==> src/design/assert_macros.svh <==
`ifndef ASSERT_MACROS_SVH
`define ASSERT_MACROS_SVH

// Check a property while out of reset.
`define ASSERT_ON(label, prop, msg) \
  label: assert property (@(posedge clk) disable iff (!rst_n) prop) else $error(msg);

// Check a property at every edge, reset included.
`define ASSERT_ALWAYS(label, prop, msg) \
  label: assert property (@(posedge clk) prop) else $error(msg);

`endif

==> src/design/spmix_pkg.sv <==
package spmix_pkg;

  // Frame shape
  localparam int CHANNELS  = 4;
  localparam int SAMPLE_W  = 16;
  localparam int CTL_W     = 32;
  localparam int SETUP_W   = 26;
  localparam int KNOB_W    = 13;
  localparam int MIX_W     = 19;

  // Q12 scale
  localparam int Q_ONE     = 4096;
  localparam int Q_SHIFT   = 12;

  // CV gain: clamp(cv, 0, 10 V) * 4096 / 10240 == (c * CV_RECIP) >> CV_SHIFT
  localparam int CV_FULL   = 10240;
  localparam int CV_W      = 14;
  localparam int CV_RECIP  = 26215;
  localparam int CV_SHIFT  = 16;
  localparam int CVP_W     = CV_W + 15;
  localparam int GAIN_W    = 13;

  // Pan CV: floor(4 * pcv / 5) taken on pcv + PAN_OFS, which keeps it positive
  localparam int PAN_OFS   = 32770;
  localparam int PAN_IN_W  = 17;
  localparam int PAN_RECIP = 838861;
  localparam int PAN_SHIFT = 20;
  localparam int PANP_W    = PAN_IN_W + 20;
  localparam int PAN_BIAS  = 26216;
  localparam int PAN_SUM_W = 18;

  // Datapath widths
  localparam int PROD_W    = SAMPLE_W + GAIN_W + 1;
  localparam int PART_P_W  = SAMPLE_W + KNOB_W + 1;
  localparam int PART_W    = 18;
  localparam int SUM_W     = PART_W + $clog2(CHANNELS);
  localparam int MIX_P_W   = SUM_W + GAIN_W + 1;

  localparam int DIRECT_MAX = 32767;
  localparam int DIRECT_MIN = -32768;
  localparam int MIX_MAX    = 262143;
  localparam int MIX_MIN    = -262144;

  // Register map
  localparam int IDX_W      = $clog2(CHANNELS + 1);
  localparam logic [IDX_W-1:0] IDX_MASTER = IDX_W'(CHANNELS);
  localparam logic [SETUP_W-1:0] SETUP_RST  = 26'h1000000;
  localparam logic [KNOB_W-1:0]  MASTER_RST = 13'd2048;

  // Pipeline: four lane stages, three merge stages
  localparam int STAGES = 7;

  typedef struct packed {
    logic [STAGES:1] ld;
  } pipe_ctl_t;

  // Clamp a CV to 0..10 V
  function automatic logic [CV_W-1:0] cv_clamp(input logic signed [SAMPLE_W-1:0] v);
    logic [CV_W-1:0] c;
    if (v < 0) begin
      c = '0;
    end else if (v > CV_FULL) begin
      c = CV_W'(CV_FULL);
    end else begin
      c = v[CV_W-1:0];
    end
    return c;
  endfunction

endpackage

==> src/design/spmix_merge.sv <==
module spmix_merge (
  input  logic                                  clk,
  input  spmix_pkg::pipe_ctl_t                  ctl,
  input  logic signed [spmix_pkg::SAMPLE_W-1:0] master_cv,
  input  logic        [spmix_pkg::KNOB_W-1:0]   master_level,
  input  logic signed [spmix_pkg::SAMPLE_W-1:0] direct   [spmix_pkg::CHANNELS],
  input  logic signed [spmix_pkg::PART_W-1:0]   lpart    [spmix_pkg::CHANNELS],
  input  logic signed [spmix_pkg::PART_W-1:0]   rpart    [spmix_pkg::CHANNELS],
  output logic signed [spmix_pkg::MIX_W-1:0]    mix_left,
  output logic signed [spmix_pkg::MIX_W-1:0]    mix_right,
  output logic signed [spmix_pkg::SAMPLE_W-1:0] direct_out [spmix_pkg::CHANNELS]
);

  logic        [spmix_pkg::CVP_W-1:0]    m1_cvp_r;
  logic        [spmix_pkg::KNOB_W-1:0]   mcvg;
  logic        [2*spmix_pkg::KNOB_W-1:0] mgain_p;
  logic        [spmix_pkg::GAIN_W-1:0]   m2_gain_r, m3_gain_r, m4_gain_r, m5_gain_r;

  logic signed [spmix_pkg::SUM_W-1:0]    lsum, rsum;
  logic signed [spmix_pkg::SUM_W-1:0]    s5_lsum_r, s5_rsum_r;
  logic signed [spmix_pkg::SAMPLE_W-1:0] s5_dir_r [spmix_pkg::CHANNELS];
  logic signed [spmix_pkg::SAMPLE_W-1:0] s6_dir_r [spmix_pkg::CHANNELS];
  logic signed [spmix_pkg::SAMPLE_W-1:0] s7_dir_r [spmix_pkg::CHANNELS];
  logic signed [spmix_pkg::MIX_P_W-1:0]  s6_lp_r, s6_rp_r;
  logic signed [spmix_pkg::MIX_P_W-spmix_pkg::Q_SHIFT-1:0] lsc, rsc;
  logic signed [spmix_pkg::MIX_W-1:0]    mixl_nxt, mixr_nxt, s7_mixl_r, s7_mixr_r;

  // Master gain runs beside the lane stages and waits for the sums
  assign mcvg    = m1_cvp_r[spmix_pkg::CV_SHIFT +: spmix_pkg::KNOB_W];
  assign mgain_p = (2*spmix_pkg::KNOB_W)'(master_level) * (2*spmix_pkg::KNOB_W)'(mcvg);

  always_ff @(posedge clk) begin
    if (ctl.ld[1]) begin
      m1_cvp_r <= spmix_pkg::CVP_W'(spmix_pkg::cv_clamp(master_cv))
                  * spmix_pkg::CVP_W'(spmix_pkg::CV_RECIP);
    end
    if (ctl.ld[2]) begin
      m2_gain_r <= mgain_p[spmix_pkg::Q_SHIFT +: spmix_pkg::GAIN_W];
    end
    if (ctl.ld[3]) begin
      m3_gain_r <= m2_gain_r;
    end
    if (ctl.ld[4]) begin
      m4_gain_r <= m3_gain_r;
    end
    if (ctl.ld[5]) begin
      m5_gain_r <= m4_gain_r;
    end
  end

  // Stage 5: add up the lane contributions
  always_comb begin
    lsum = '0;
    rsum = '0;
    for (int i = 0; i < spmix_pkg::CHANNELS; i++) begin
      lsum = lsum + spmix_pkg::SUM_W'(lpart[i]);
      rsum = rsum + spmix_pkg::SUM_W'(rpart[i]);
    end
  end

  always_ff @(posedge clk) begin
    if (ctl.ld[5]) begin
      s5_lsum_r <= lsum;
      s5_rsum_r <= rsum;
      s5_dir_r  <= direct;
    end
  end

  // Stage 6: scale by master gain
  always_ff @(posedge clk) begin
    if (ctl.ld[6]) begin
      s6_lp_r  <= spmix_pkg::MIX_P_W'(s5_lsum_r) * $signed({1'b0, m5_gain_r});
      s6_rp_r  <= spmix_pkg::MIX_P_W'(s5_rsum_r) * $signed({1'b0, m5_gain_r});
      s6_dir_r <= s5_dir_r;
    end
  end

  // Stage 7: saturate into the output register
  always_comb begin
    lsc = s6_lp_r[spmix_pkg::MIX_P_W-1:spmix_pkg::Q_SHIFT];
    rsc = s6_rp_r[spmix_pkg::MIX_P_W-1:spmix_pkg::Q_SHIFT];
    if (lsc > spmix_pkg::MIX_MAX) begin
      mixl_nxt = spmix_pkg::MIX_W'(spmix_pkg::MIX_MAX);
    end else if (lsc < spmix_pkg::MIX_MIN) begin
      mixl_nxt = spmix_pkg::MIX_W'(spmix_pkg::MIX_MIN);
    end else begin
      mixl_nxt = lsc[spmix_pkg::MIX_W-1:0];
    end
    if (rsc > spmix_pkg::MIX_MAX) begin
      mixr_nxt = spmix_pkg::MIX_W'(spmix_pkg::MIX_MAX);
    end else if (rsc < spmix_pkg::MIX_MIN) begin
      mixr_nxt = spmix_pkg::MIX_W'(spmix_pkg::MIX_MIN);
    end else begin
      mixr_nxt = rsc[spmix_pkg::MIX_W-1:0];
    end
  end

  always_ff @(posedge clk) begin
    if (ctl.ld[7]) begin
      s7_mixl_r <= mixl_nxt;
      s7_mixr_r <= mixr_nxt;
      s7_dir_r  <= s6_dir_r;
    end
  end

  assign mix_left   = s7_mixl_r;
  assign mix_right  = s7_mixr_r;
  assign direct_out = s7_dir_r;

endmodule

==> config.mk <==
export PLATFORM = sky130hd
export DESIGN_NAME = spmix_merge
export DESIGN_NICKNAME = d
export VERILOG_FILES = /design/src/design/assert_macros.svh /design/src/design/spmix_pkg.sv /design/src/design/spmix_merge.sv
export SDC_FILE = /design/constraint.sdc
export NUM_CORES = 2
export LEC_CHECK = 0
export BUFFER_PORTS_ARGS = -buffer_cell sky130_fd_sc_hd__buf_2
export CORE_MARGIN = 4
export CORE_UTILIZATION = 40
export DETAILED_ROUTE_END_ITERATION = 16
export PLACE_DENSITY_LB_ADDON = 0.15
export SLEW_MARGIN = 25
export SYNTH_ARGS = -nofsm -noshare
export SYNTH_HDL_FRONTEND = slang
export SYNTH_SLANG_ARGS = --single-unit
==> constraint.sdc <==
create_clock -name clk -period 21.1 [get_ports clk]
set_input_delay 2.11 -clock clk [delete_from_list [all_inputs] [get_ports clk]]
set_output_delay 2.11 -clock clk [all_outputs]
set_load 0.1 [all_outputs]
; Yosys cells after proc, flatten, opt, wreduce, memory -nomap -nowiden
; Index checks and enable logic that the tools add are counted.
[op_classes]
mux = 5
multipliers = 4
addsub = 6
n_lt_le_gt_ge = 6
[ops]
columns = operator, n
row1 = multiplier 20 x 14 -> 34 bit, 2
row2 = "greater-than comparator 22 x 19 -> 1 bit, second input constant", 2
row3 = "< comparator 22 x 19 -> 1 bit, second input constant", 2
row4 = two-way mux 14 bit, 3
row5 = adder 19 x 18 -> 20 bit, 2
row6 = adder 20 x 18 -> 20 bit, 2
row7 = adder 18 x 18 -> 19 bit, 2
row8 = two-way mux 19 bit, 2
row9 = "multiplier 14 x 15 -> 29 bit, second input constant", 1
row10 = multiplier 13 x 13 -> 25 bit, 1
row11 = "greater-than comparator 16 x 15 -> 1 bit, second input constant", 1
row12 = "< comparator 16 x 1 -> 1 bit, second input constant", 1
[word_totals]
word_cells = 44
output_inout_bits = 102
input_bits = 245
ff_bits = 419

; Longest topological paths before layout
[logic_depth]
word_depth = 5
depth_mapped = 30

; Least setup slack after synthesis
; OpenSTA, ideal clock, no wires.
[synth_path]
path_type = input to register
startpoint = in master_cv[6] in the netlist's numbering
endpoint = reg m1_cvp_r[28] in the netlist's numbering, data pin
path_stages = 24
arrival_time_ps = 8262
setup_slack_ps = 12576
path_cell_list = nor4_1 nand4_1 and2_1 nor2_1 clkbuf_1 nand2_1 fa_1 fa_1 fa_1 fa_1 inv_1 fa_1 fa_1 ha_1 a21oi_1 a2bb2oi_2 nand3_1 o22a_2 a221oi_4 a211oi_4 nor4b_4 o31ai_4 a21oi_1 xor2_1
[synth_between]
elab_chain_cells = 5
elab_cells_between_ends = 6
cone_classes = 1 x mul / 2 x order compare / 3 x mux
[synth_rtl]
columns = element, line
row1 = "start, declared", spmix_merge.sv:4  ; input logic signed [spmix_pkg::SAMPLE_W-1:0] master_cv,
row2 = greater-than comparator 16 x 15 -> 1 bit, spmix_pkg.sv:62  ; end else if (v > CV_FULL) begin
row3 = two-way mux 14 bit, spmix_pkg.sv:62
row4 = two-way mux 14 bit (*), spmix_pkg.sv:60  ; if (v < 0) begin
row5 = two-way mux 14 bit (*), spmix_merge.sv:33  ; if (ctl.ld[1]) begin
row6 = multiplier 14 x 15 -> 29 bit (*), spmix_merge.sv:35  ; * spmix_pkg::CVP_W'(spmix_pkg::CV_RECIP);
row7 = "end signal, assigned", spmix_merge.sv:34  ; m1_cvp_r <= spmix_pkg::CVP_W'(spmix_pkg::cv_clamp(master_cv))
row8 = "end, declared", spmix_merge.sv:14  ; logic [spmix_pkg::CVP_W-1:0] m1_cvp_r;
; Mark *: on every way between the ends. The rest lies on a longest branch, timed or not. The select of a mux whose other input is x is not followed.
; A chain may end at the register's enable or synchronous reset.

; Worst setup path in the final report
; Same ends and word-level chain as after synthesis.

==> run_results.csv <==
group,metric,value,unit
synth,synth_fp_nets,4990,
layout,final_cell_mix,"inv_1 (758), fa_1 (743), nand2_1 (385), edfxtp_1 (379), ha_1 (362)",
synth,postSynthCellCount,3640,
place,dp_hpwl,69.2,mm
routing,vias_per_cell,4.76,
timing,slew_headroom,36.5,%
cts,cts_buffer_depth,3,
place,placed_area,44500,um2
layout,area_growth,10.8,%
synth,synth_edf_count,379,
routing,drt-total-wl,87.4,mm
routing,drtIter0Drc,898,
setup_path,crit_top_cell,"fa_1",
synth,synth_flop_cell,"edfxtp_1",
timing,slew_viol_final,0,
setup_path,crit_buf_inv,2,
synth,synth_warnings,0,
cts,clkTransAtPathRegs,0.07,ns
timing,holdWs,0.396,ns
status,outcome,"completed",
synth,yosysUniqueCellTypes,68,
timing,finalCritPeriodShare,41.1,%
setup_path,cp_max_fo,12,
setup_path,worstPathRequired,21.43,ns
setup_path,max_stage_delay,0.57,ns
routing,dr.pass1.iters,8,
cts,cts_tree,"done",
cts,ctsHoldBuffers,0,
die,coreArea,102000,um2
routing,wl_per_cell,16.4,um
timing,layout_setup_ws,12.43,ns
die,row_count,117,
timing,finalHoldViolCount,0,
routing,num_vias,25300,
die,num_io_pins,347,
timing,rsz0062_at_grt,"false",
grt,grt_start_max_net_pins,68,
synth,synthAdderAreaFrac,46.9,%
layout,fillers,9796,
die,die_w,330,um
worst_hold_path,hp-start,"m4_gain_r[10]",
grt,grt_pass1_vias,28000,
setup_path,r2r_start,"m5_gain_r[2]",
timing,worstMarginPinSlew,0.942,ns
timing,fmax,115,MHz
setup_path,crit_arrival,9.00,ns
layout,fin_nets,5274,
timing,fin_tns_setup,0,ns
place,gp_congestion,0.821,
synth,synth_seq_cells,379,
cts,htreeDepth,2,
die,die_y,330,um
synth,yosysTopAreaCell,"fa_1",
die,start_util,40.5,%
timing,setup_viol,0,
grt,grt_usage,16.9,%
synth,ys_top_cells_by_area,"fa_1 (36%), edfxtp_1 (28%), ha_1 (11%)",
setup_path,critical_path.startpoint,"master_cv[6]",
routing,postRouteAntennaNets,0,
synth,synth_xor_area_share,2.33,%
cts,cts_resized,0,
setup_path,end_kind,"flop",
cts,insertion_delay,0.60,ns
layout,drive_above_1_share,11.5,%
synth,yosys.area.top_type_share,36.0,%
place,numPortBuffers,346,
setup_path,cp_cell_sequence,"buf_2, nor4_1, nand4_1, and2_1, nor2_1, nand2_1, fa_1, fa_1, fa_1, fa_1, inv_1, fa_1, fa_1, ha_1, a21oi_1, a2bb2oi_2, nand3_1, o22a_2, a221oi_4, a211oi_4, nor4b_4, o31ai_4, a21oi_1, xor2_1",
cts,cts_buffers,44,
layout,final_common_cell,"inv_1",
synth,synth_compound_area_share,3.87,%
cts,clkSinkCount,379,
place,dp_slack,11.75,ns
routing,drc_errors,0,
grt,grt_pass1_wl,147,mm
layout,final_cell_area,45900,um2
worst_hold_path,hp-class,"flop to flop",
die,die-area,109000,um2
flow_run,maxCapViolCount,0,
synth,synth.mux.area_fraction,0.0242,%
synth,synth_top_family_by_area,"adder cells",
synth,synth_area,41400,um2
setup_path,crit_type,"primary input to flop",
setup_path,worst_setup_path_start_kind,"primary input",
grt,antenna_found_initial,4,
cts,postCtsSetupBuffers,0,
timing,skew,0.0189,ns
setup_path,cp_slowest_cell,"fa_1",
synth,syn_avg_cell_area,11.4,um2
timing,fin_crit,8.67,ns
synth,ys_seq_area_share,27.5,%
setup_path,path_delay_family,"adder cells",
synth,synth-async-reset-ratio,0,%
grt,gr-total-overflow,0,
cts,cts_root_buf,"clkbuf_16",
synth,synth-simple-area-share,11.3,%
[per-layer routing]
| layer | routed length, um | track usage (%) | vias to the layer above |
|---|---|---|---|
| li1 | - | - | 11800 |
| met1 | 39100 | 22.8 | 12900 |
| met2 | 42300 | 29.0 | 480 |
| met3 | 4500 | 2.99 | 91 |
| met4 | 1480 | 3.25 | 6 |
| met5 | 41 | 0 | - |
[cell usage after synthesis (2+ instances only)]
cell         n
o21a_1      50
o21ai_0     21
o21ai_1     10
o41ai_1      2
nor2_1      82
fa_1       743
inv_1      758
ha_1       362
or3_1        8
clkbuf_1   123
a2111oi_2    2
a21boi_0     3
o41a_1       2
a211oi_1     6
a21o_1      21
o41ai_2      2
and3_1       8
o21ai_2      2
a41oi_1      3
a41o_1       3
a21oi_1     53
or2_2        8
nand2b_1     7
o21bai_1     6
o211a_1      2
and2_1     348
nand3_1     30
xnor2_1     88
o2111ai_1    2
nor3_1      28
nand4_1      8
o31ai_1      2
o211ai_1     2
nor2b_1     17
a211o_1      3
nor4_1       3
a31oi_1      4
xor2_1      22
o21ba_2      2
edfxtp_1   379
nand3b_1     2
a21boi_1     3
nand2_1    385
[sequential cells by signal, summed over array words and instances (netlist names)]
signal	flops
s5_dir_r	64
s5_lsum_r	20
direct_out	64
m4_gain_r	13
m5_gain_r	13
s6_rp_r	22
s5_rsum_r	20
m2_gain_r	13
m3_gain_r	13
s6_dir_r	64
s6_lp_r	22
mix_left	19
mix_right	19
m1_cvp_r	13
[path summary, 6_finish.rpt]
path                            cells past startpoint  slack (ns)       endpoint
worst max-delay path                               24       12.43   m1_cvp_r[28]
worst min-delay path                                0        0.40  m5_gain_r[10]
worst max register to register                     22       13.67    s6_rp_r[33]
worst min register to register                      0        0.40  m5_gain_r[10]
[metrics by stage]
stage                     cells  utilization [%]
final                      5325             44.9
after global routing       5324             44.9
after CTS                  5324             44.9
after global placement     5246             43.5
after floorplan            3640                -
after detailed placement   5246             43.5
[cells by family (layout without fill, tap and decap cells)]
logic type               Yosys count  count (layout)
adder cells (fa/ha/maj)         1105            1105
AND/OR/NAND/NOR                  942             942
other                              0               1
XOR/XNOR                         110             110
multiplexers                       1               1
buffers and inverters            883            1199
AO/OA/AOI/OAI                    220             220
flip-flops                       379             379
[final cells by class]
type	count	area, um2	area share, %
diodes	1	2.50	0.00546
clock buffers	52	1150	2.51
clock inverters	26	214	0.467
inverters	758	2850	6.21
multi-input cells	2378	26700	58.2
flip-flops and latches	379	11400	24.8
well taps	1368	1710	3.73
repair buffers	363	1870	4.08
Power is not shown: default switching activity piles up to over one toggle a cycle in this logic, so the estimate is an artifact.
