$ cat config.mk
export PLATFORM = sky130hd
export DESIGN_NAME = spmix_lane
export DESIGN_NICKNAME = d
export VERILOG_FILES = /design/src/design/assert_macros.svh /design/src/design/spmix_pkg.sv /design/src/design/spmix_lane.sv
export SDC_FILE = /design/constraint.sdc
export NUM_CORES = 2
export LEC_CHECK = 0
export BUFFER_PORTS_ARGS = -buffer_cell sky130_fd_sc_hd__buf_2
export CORE_ASPECT_RATIO = 1.4
export CORE_MARGIN = 10
export CORE_UTILIZATION = 50
export DETAILED_ROUTE_END_ITERATION = 7
export PLACE_DENSITY = 0.66
export SYNTH_ARGS = -nofsm -noshare
export SYNTH_HDL_FRONTEND = slang
export SYNTH_SLANG_ARGS = --single-unit
$ cat constraint.sdc
create_clock -name clk -period 10.3 [get_ports clk]
set_input_delay 2.06 -clock clk [delete_from_list [all_inputs] [get_ports clk]]
set_output_delay 2.06 -clock clk [all_outputs]
set_load 0.01 [all_outputs]
$ cat src/design/assert_macros.svh
`ifndef ASSERT_MACROS_SVH
`define ASSERT_MACROS_SVH

// Check a property while out of reset.
`define ASSERT_ON(label, prop, msg) \
  label: assert property (@(posedge clk) disable iff (!rst_n) prop) else $error(msg);

// Check a property at every edge, reset included.
`define ASSERT_ALWAYS(label, prop, msg) \
  label: assert property (@(posedge clk) prop) else $error(msg);

`endif

$ cat src/design/spmix_pkg.sv
package spmix_pkg;

  // Frame shape
  localparam int CHANNELS  = 4;
  localparam int SAMPLE_W  = 16;
  localparam int CTL_W     = 32;
  localparam int SETUP_W   = 26;
  localparam int KNOB_W    = 13;
  localparam int MIX_W     = 19;

  // Q12 scale
  localparam int Q_ONE     = 4096;
  localparam int Q_SHIFT   = 12;

  // CV gain: clamp(cv, 0, 10 V) * 4096 / 10240 == (c * CV_RECIP) >> CV_SHIFT
  localparam int CV_FULL   = 10240;
  localparam int CV_W      = 14;
  localparam int CV_RECIP  = 26215;
  localparam int CV_SHIFT  = 16;
  localparam int CVP_W     = CV_W + 15;
  localparam int GAIN_W    = 13;

  // Pan CV: floor(4 * pcv / 5) taken on pcv + PAN_OFS, which keeps it positive
  localparam int PAN_OFS   = 32770;
  localparam int PAN_IN_W  = 17;
  localparam int PAN_RECIP = 838861;
  localparam int PAN_SHIFT = 20;
  localparam int PANP_W    = PAN_IN_W + 20;
  localparam int PAN_BIAS  = 26216;
  localparam int PAN_SUM_W = 18;

  // Datapath widths
  localparam int PROD_W    = SAMPLE_W + GAIN_W + 1;
  localparam int PART_P_W  = SAMPLE_W + KNOB_W + 1;
  localparam int PART_W    = 18;
  localparam int SUM_W     = PART_W + $clog2(CHANNELS);
  localparam int MIX_P_W   = SUM_W + GAIN_W + 1;

  localparam int DIRECT_MAX = 32767;
  localparam int DIRECT_MIN = -32768;
  localparam int MIX_MAX    = 262143;
  localparam int MIX_MIN    = -262144;

  // Register map
  localparam int IDX_W      = $clog2(CHANNELS + 1);
  localparam logic [IDX_W-1:0] IDX_MASTER = IDX_W'(CHANNELS);
  localparam logic [SETUP_W-1:0] SETUP_RST  = 26'h1000000;
  localparam logic [KNOB_W-1:0]  MASTER_RST = 13'd2048;

  // Pipeline: four lane stages, three merge stages
  localparam int STAGES = 7;

  typedef struct packed {
    logic [STAGES:1] ld;
  } pipe_ctl_t;

  // Clamp a CV to 0..10 V
  function automatic logic [CV_W-1:0] cv_clamp(input logic signed [SAMPLE_W-1:0] v);
    logic [CV_W-1:0] c;
    if (v < 0) begin
      c = '0;
    end else if (v > CV_FULL) begin
      c = CV_W'(CV_FULL);
    end else begin
      c = v[CV_W-1:0];
    end
    return c;
  endfunction

endpackage

$ cat src/design/spmix_lane.sv
module spmix_lane (
  input  logic                                  clk,
  input  spmix_pkg::pipe_ctl_t                  ctl,
  input  logic signed [spmix_pkg::SAMPLE_W-1:0] sample,
  input  logic        [spmix_pkg::CTL_W-1:0]    controls,
  input  logic        [spmix_pkg::SETUP_W-1:0]  setup,
  output logic signed [spmix_pkg::SAMPLE_W-1:0] direct,
  output logic signed [spmix_pkg::PART_W-1:0]   left_part,
  output logic signed [spmix_pkg::PART_W-1:0]   right_part
);

  logic signed [spmix_pkg::SAMPLE_W-1:0]  vcv, pcv;
  logic        [spmix_pkg::CV_W-1:0]      cv_c;
  logic        [spmix_pkg::PAN_SUM_W-1:0] pan_wide;
  logic        [spmix_pkg::PAN_IN_W-1:0]  pan_in;

  logic signed [spmix_pkg::SAMPLE_W-1:0]  s1_samp_r, s2_samp_r;
  logic        [spmix_pkg::CVP_W-1:0]     s1_cvp_r;
  logic        [spmix_pkg::PANP_W-1:0]    s1_panp_r;

  logic        [spmix_pkg::KNOB_W-1:0]    vknob, pknob, cvg;
  logic        [2*spmix_pkg::KNOB_W-1:0]  gain_p;
  logic        [spmix_pkg::PAN_IN_W-1:0]  pan_off;
  logic signed [spmix_pkg::PAN_SUM_W-1:0] pan_sum;
  logic        [spmix_pkg::KNOB_W-1:0]    pan_nxt;
  logic        [spmix_pkg::GAIN_W-1:0]    s2_gain_r;
  logic        [spmix_pkg::KNOB_W-1:0]    s2_pan_r, s3_pan_r;

  logic signed [spmix_pkg::PROD_W-1:0]    s3_prod_r;
  logic signed [spmix_pkg::PROD_W-spmix_pkg::Q_SHIFT-1:0] scaled;
  logic signed [spmix_pkg::SAMPLE_W-1:0]  dir_nxt;
  logic        [spmix_pkg::KNOB_W-1:0]    wl;

  logic signed [spmix_pkg::SAMPLE_W-1:0]  s4_dir_r;
  logic signed [spmix_pkg::PART_P_W-1:0]  s4_lp_r, s4_rp_r;

  // Stage 1: clamp CVs, start the reciprocal multiplies
  always_comb begin
    vcv      = $signed(controls[spmix_pkg::SAMPLE_W-1:0]);
    pcv      = $signed(controls[spmix_pkg::CTL_W-1:spmix_pkg::SAMPLE_W]);
    cv_c     = spmix_pkg::cv_clamp(vcv);
    pan_wide = {{(spmix_pkg::PAN_SUM_W-spmix_pkg::SAMPLE_W){pcv[spmix_pkg::SAMPLE_W-1]}}, pcv}
               + spmix_pkg::PAN_SUM_W'(spmix_pkg::PAN_OFS);
    pan_in   = pan_wide[spmix_pkg::PAN_IN_W-1:0];
  end

  always_ff @(posedge clk) begin
    if (ctl.ld[1]) begin
      s1_samp_r <= sample;
      s1_cvp_r  <= spmix_pkg::CVP_W'(cv_c) * spmix_pkg::CVP_W'(spmix_pkg::CV_RECIP);
      s1_panp_r <= spmix_pkg::PANP_W'(pan_in) * spmix_pkg::PANP_W'(spmix_pkg::PAN_RECIP);
    end
  end

  // Stage 2: channel gain, pan position clamped to 0..1
  always_comb begin
    vknob   = setup[spmix_pkg::KNOB_W-1:0];
    pknob   = setup[2*spmix_pkg::KNOB_W-1:spmix_pkg::KNOB_W];
    cvg     = s1_cvp_r[spmix_pkg::CV_SHIFT +: spmix_pkg::KNOB_W];
    gain_p  = (2*spmix_pkg::KNOB_W)'(vknob) * (2*spmix_pkg::KNOB_W)'(cvg);
    pan_off = s1_panp_r[spmix_pkg::PAN_SHIFT +: spmix_pkg::PAN_IN_W];
    pan_sum = $signed(spmix_pkg::PAN_SUM_W'(pan_off))
              - $signed(spmix_pkg::PAN_SUM_W'(spmix_pkg::PAN_BIAS))
              + $signed(spmix_pkg::PAN_SUM_W'(pknob));
    if (pan_sum < 0) begin
      pan_nxt = '0;
    end else if (pan_sum > spmix_pkg::Q_ONE) begin
      pan_nxt = spmix_pkg::KNOB_W'(spmix_pkg::Q_ONE);
    end else begin
      pan_nxt = pan_sum[spmix_pkg::KNOB_W-1:0];
    end
  end

  always_ff @(posedge clk) begin
    if (ctl.ld[2]) begin
      s2_samp_r <= s1_samp_r;
      s2_gain_r <= gain_p[spmix_pkg::Q_SHIFT +: spmix_pkg::GAIN_W];
      s2_pan_r  <= pan_nxt;
    end
  end

  // Stage 3: sample times gain
  always_ff @(posedge clk) begin
    if (ctl.ld[3]) begin
      s3_prod_r <= spmix_pkg::PROD_W'(s2_samp_r) * $signed({1'b0, s2_gain_r});
      s3_pan_r  <= s2_pan_r;
    end
  end

  // Stage 4: saturate the direct word, split it by the pan law
  always_comb begin
    scaled = s3_prod_r[spmix_pkg::PROD_W-1:spmix_pkg::Q_SHIFT];
    if (scaled > spmix_pkg::DIRECT_MAX) begin
      dir_nxt = spmix_pkg::SAMPLE_W'(spmix_pkg::DIRECT_MAX);
    end else if (scaled < spmix_pkg::DIRECT_MIN) begin
      dir_nxt = spmix_pkg::SAMPLE_W'(spmix_pkg::DIRECT_MIN);
    end else begin
      dir_nxt = scaled[spmix_pkg::SAMPLE_W-1:0];
    end
    wl = spmix_pkg::KNOB_W'(spmix_pkg::Q_ONE) - s3_pan_r;
  end

  always_ff @(posedge clk) begin
    if (ctl.ld[4]) begin
      s4_dir_r <= dir_nxt;
      s4_lp_r  <= spmix_pkg::PART_P_W'(dir_nxt) * $signed({1'b0, wl});
      s4_rp_r  <= spmix_pkg::PART_P_W'(dir_nxt) * $signed({1'b0, s3_pan_r});
    end
  end

  // Times two over 4096 is a shift by eleven
  assign direct     = s4_dir_r;
  assign left_part  = s4_lp_r[spmix_pkg::PART_W+spmix_pkg::Q_SHIFT-2:spmix_pkg::Q_SHIFT-1];
  assign right_part = s4_rp_r[spmix_pkg::PART_W+spmix_pkg::Q_SHIFT-2:spmix_pkg::Q_SHIFT-1];

endmodule

# Yosys cells after proc, flatten, opt, wreduce, memory -nomap -nowiden
# Cells that the tools add are included.
[op_classes]
n_addsub = 4
multipliers = 6
order_cmp = 6
n_mux = 5
n_reduce_logical = 1
[op_table]
columns = ["operator", "n"]
rows = [
  ["multiplier 16 x 14 -> 29 bit", 2],
  ["multiplier 17 x 20 -> 37 bit, second input constant", 1],
  ["two-way mux 16 bit", 2],
  ["multiplier 16 x 14 -> 30 bit", 1],
  ["multiplier 14 x 15 -> 29 bit, second input constant", 1],
  ["two-way mux 14 bit", 2],
  ["multiplier 13 x 13 -> 25 bit", 1],
  ["adder 18 x 14 -> 18 bit", 1],
  ["> comparator 18 x 14 -> 1 bit, second input constant", 1],
  ["> comparator 18 x 16 -> 1 bit, second input constant", 1],
  ["less-than comparator 18 x 1 -> 1 bit, second input constant", 1],
  ["less-than comparator 18 x 16 -> 1 bit, second input constant", 1],
  ["subtractor 17 x 15 -> 18 bit, second input constant", 1],
  ["adder 16 x 17 -> 17 bit, second input constant", 1],
  ["> comparator 16 x 15 -> 1 bit, second input constant", 1],
  ["less-than comparator 16 x 1 -> 1 bit, second input constant", 1],
  ["two-way mux 13 bit", 1],
  ["subtractor 13 bit, first input constant", 1],
  ["OR reduction 2 bit", 1],
]
[word_totals]
register_bits = 241
in_bits = 82
word_cells = 34

# Logic depth before layout (Yosys ltp)
[logic_depth]
ltp_word = 4
ltp_mapped = 30
mapped_depth_nobuf = 29

# Worst setup path after synthesis
# Ideal clock, no wire load.
[synth_timing]
path_type = "input -> register"
from = "input controls[6] (netlist name)"
to = "register s1_cvp_r[23] (netlist name), data pin"
setup_ns = 0.258
arrival_ns = 7.900
required_time_ns = 10.042
path_slack_ns = 2.143
path_stages = 26
n_path_buf = 1
cell_sequence = "nor4_1 -> nand4_1 -> and2_1 -> nor2_1 -> clkbuf_1 -> nand2_1 -> fa_1 -> fa_1 -> fa_1 -> fa_1 -> inv_1 -> fa_1 -> inv_1 -> fa_1 -> inv_1 -> ha_1 -> a21o_1 -> a21o_1 -> a21oi_1 -> a2bb2oi_1 -> nand2_1 -> nor2_1 -> nor2_1 -> a21o_1 -> a21o_1 -> xnor2_1"
[synth_between]
elab_chain_len = 4
[synth_lines]
columns = ["element", "line", "rtl"]
rows = [
  ["start, declared", "spmix_lane.sv:5", "input logic [spmix_pkg::CTL_W-1:0] controls,"],
  ["> comparator 16 x 15 -> 1 bit", "spmix_pkg.sv:62", "end else if (v > CV_FULL) begin"],
  ["two-way mux 14 bit", "spmix_pkg.sv:62", ""],
  ["two-way mux 14 bit *", "spmix_pkg.sv:60", "if (v < 0) begin"],
  ["multiplier 14 x 15 -> 29 bit *", "spmix_lane.sv:50", "s1_cvp_r <= spmix_pkg::CVP_W'(cv_c) * spmix_pkg::CVP_W'(spmix_pkg::CV_RECIP);"],
  ["end signal, assigned", "spmix_lane.sv:50", ""],
  ["end, declared", "spmix_lane.sv:18", "logic [spmix_pkg::CVP_W-1:0] s1_cvp_r;"],
]
# Every way passes the cells marked *; elsewhere a longest branch is shown, timed or not.
# A chain may end at the register's enable or synchronous reset.

# Final worst setup path
[layout_timing]
from = "register s3_prod_r[29] (netlist name)"
to = "register s4_lp_r[28] (netlist name), data pin"
[layout_between]
elab_chain_len = 4
[layout_lines]
columns = ["element", "line", "rtl"]
rows = [
  ["start, declared", "spmix_lane.sv:29", "logic signed [spmix_pkg::PROD_W-1:0] s3_prod_r;"],
  ["start signal, assigned", "spmix_lane.sv:85", "s3_prod_r <= spmix_pkg::PROD_W'(s2_samp_r) * $signed({1'b0, s2_gain_r});"],
  ["less-than comparator 18 x 16 -> 1 bit", "spmix_lane.sv:95", "end else if (scaled < spmix_pkg::DIRECT_MIN) begin"],
  ["two-way mux 16 bit", "spmix_lane.sv:95", ""],
  ["two-way mux 16 bit *", "spmix_lane.sv:93", "if (scaled > spmix_pkg::DIRECT_MAX) begin"],
  ["multiplier 16 x 14 -> 29 bit *", "spmix_lane.sv:106", "s4_lp_r <= spmix_pkg::PART_P_W'(dir_nxt) * $signed({1'b0, wl});"],
  ["end signal, assigned", "spmix_lane.sv:106", ""],
  ["end, declared", "spmix_lane.sv:35", "logic signed [spmix_pkg::PART_P_W-1:0] s4_lp_r, s4_rp_r;"],
]
# Marked as above.

==> metrics <==
status=finished, final reports clean; Final setup viols=0; Setup CP Type=reg2reg; hold buffer count at CTS=0; worst path arrival time=~9.0 ns; synth top area cells=fa_1 (41%), ha_1 (16%), edfxtp_1 (12%), inv_1 (10%), and2_1 (4.3%); number of cell rows=between 100 and 150; vias in the first global route=~31k; mux cell area share after synthesis=0; initial antenna violation count=0; GR peak layer=met2; DRT antenna net count=0; Adder-Cell Fraction of Synth Area=0.569; Final Hold Fails=0; f_max=about 110 MHz; met2 layer usage reported by global route=0.377; vias per cell=around 5.1; P&R area growth vs syn=5.64%; Resized Gates After CTS=0; Mapped Cells=4,279; clk buf depth=2; FF-to-FF Start=s3_prod_r[29]; Synthesized Nets=approximately 5.8k; initial DRC count=966; Post-CTS Setup Inserts=0; Post-DP Area=roughly 44,000 µm²; max incr delay on CP=0.81 ns; clock slew at reported path FFs=approximately 0.080 ns; Post-synth top cells=inv_1 (1,122), fa_1 (857), ha_1 (532); Layout Skew=roughly 0.03 ns; Initial Util=0.504; setup TNS=0 ns; Tcrit/Tclk final=0.848; leading area contributor after synthesis=fa_1; worst skew pair latency=0.52 ns; Cell Area, Synth=41,900 µm²; I/O Buffers=130; clock sinks=approximately 170; R2R Path End=s4_lp_r[28]; Bufs and invs on worst path=5; cts bufs inserted=17; Ports=roughly 130; GP Congestion=0.918; combinational family with the most area after synthesis=adder cells; syn avg cell area=roughly 9.8 µm²; synth warn=0; max_cap viols=0; Worst Path Max Fanout=33; Clock Root Buffer=clkbuf_16; Post-Route WL=89,600 µm; Tmin final=slightly below 9 ns; Synth Register Bits=roughly 170; final instance area=between 40,000 and 50,000 µm²; antenna cells=0; most common cell in the netlist=inv_1; via count=~28k; family with the most delay on the worst path=adder cells; layout cells sized above 1=0.0514; first-pass GRT wire length=about 150,000 µm; filler cell count=about 7.5k; R2R Setup Slk=between 1.5 and 2 ns; fin worst setup slack=roughly 1.6 ns; RSZ-0062 raised after global routing=false; count of pins over their slew limit=0; Nets=5,814; complex-gate fraction of the synthesized area=0.0439; drc violations=0; part of the Yosys area used for sequential elements=0.123; H-tree Lvls=4; Min-Delay Startpoint=s1_samp_r[14]; Critical-path top delay cell=o21ai_1; 1st-pass router iterations=7; met1 usage=0.223; CTS tree=built; Final HPWL DP=approximately 77,000 µm; Worst setup EP type=flip-flop; largest net degree at the start of global routing=53; die extent in y=between 300 and 400 µm; gr ovfl total=0; most frequent CP cell=fa_1; Overall Global Routing Usage=0.198; CP startpoint kind=flip-flop; Worst Tran Pin Value=1.06 ns; Worst Hold End=s2_samp_r[14]; Yosys cell types=77; critical path data required time=10.56 ns; post-DR wirelength/cell=approximately 16 µm; Simple-Gate Fraction of Synth Area=0.119; predominant post-synthesis flop cell=edfxtp_1; hold path depth=0; relative slew slack=0.294; HP Class=reg2reg; die area=about 96,000 µm²; Worst R2R Path Depth=25; Core ar.=83,000 µm²; top cell type's share of synthesized area=0.410; EDFF count, synth=between 150 and 200; Horiz. Die Dim=265 µm; Synth Area in XOR/XNOR=0.0341; met3 Use GR=0.0234; Post-synth ARST share=0; pre-CTS setup slack=around 1.1 ns
## worst reg2reg max path, stage by stage (launching register included)
cell,delay [ns]
edfxtp_1,0.32
buf_4,0.37
o21ba_2,0.31
o21ai_1,0.81
inv_1,0.65
nand2_1,0.22
fa_1,0.46
fa_1,0.50
fa_1,0.55
inv_1,0.05
fa_1,0.46
fa_1,0.49
inv_1,0.06
fa_1,0.51
inv_1,0.04
ha_1,0.33
a21o_1,0.19
a21o_1,0.17
a21o_1,0.22
a31o_2,0.29
a2111oi_2,0.54
nor3_1,0.24
o22ai_2,0.23
o2111ai_1,0.20
a21oi_1,0.21
xnor2_1,0.08
## layout make-up
class	instances	area (µm²)	area share
Sequential cell	171	5130	0.116
Clock buffer	18	429	0.00970
Inverter	1122	4210	0.0952
Multi-Input combinational cell	2867	32100	0.725
Timing Repair Buffer	164	906	0.0205
Clock inverter	14	125	0.00283
Tap cell	1079	1350	0.0305
## worst max-delay path by stage
stage,startpoint,end,slack (ns),cells past startpoint
floorplan,controls[6],s1_cvp_r[23],2.14,26
global placement,controls[3],s1_cvp_r[28],1.22,26
detailed placement,controls[1],s1_cvp_r[28],1.13,28
CTS,s3_pan_r[5],s4_lp_r[28],1.55,25
global route,s3_prod_r[29],s4_lp_r[28],1.11,25
finish,s3_prod_r[29],s4_lp_r[28],1.57,25
## stage by stage
step	util	std cells	hold WS (ns)
final	0.533	5435	0.419
after global routing	0.533	5435	0.429
after CTS	0.533	5435	0.421
after detailed placement	0.526	5403	0.405
after global placement	0.526	5403	0.404
after floorplan	-	4279	0.400
## registers in the layout (all words and copies together), names as in the netlist
name and count:
s1_cvp_r 13, s4_lp_r 18, s3_prod_r 18, s1_panp_r 17, s4_rp_r 18, s2_pan_r 13, s2_gain_r 13, direct 16
s3_pan_r 13, s1_samp_r 16, s2_samp_r 16
## per-layer routing
layer	part of all wire	vias to the layer above	wire length, µm
met4	0.030	0	2640
met3	0.033	156	3000
met5	0	-	0
li1	-	13000	-
met1	0.39	14100	35000
met2	0.55	528	48900
## cell usage in the layout, fill, tap and decap left out, drive strengths merged, types with 5 or more instances in the layout
cell type  Yosys  final
and2         285    285
a21o          51     51
or2            9      9
edfxtp       171    171
ha           532    532
nand2b         9      9
fa           857    857
a2111oi        7      7
a31oi          5      5
nand2        441    441
o31ai          5      5
nor3          27     27
xnor2        111    111
nor4           8      8
nor2b         12     12
nor2         183    183
o21bai        11     11
o21a          20     20
nand3         22     22
buf            4    164
a211oi         9      9
inv         1122   1131
and4           7      7
or3            7      7
a21oi         65     65
nand4         15     15
and3          13     13
o21ai         45     45
clkbuf       115     18
xor2          52     52
## cell families after synthesis
family | count (synthesis)
AOI/OAI and AO/OA | 265
DFF | 171
adders and majority gates | 1389
xor gates and xnor gates | 163
buffers and inverters | 1241
and+or+nand+nor | 1050
Power is not shown: default switching activity piles up to over one toggle a cycle in this logic, so the estimate is an artifact.
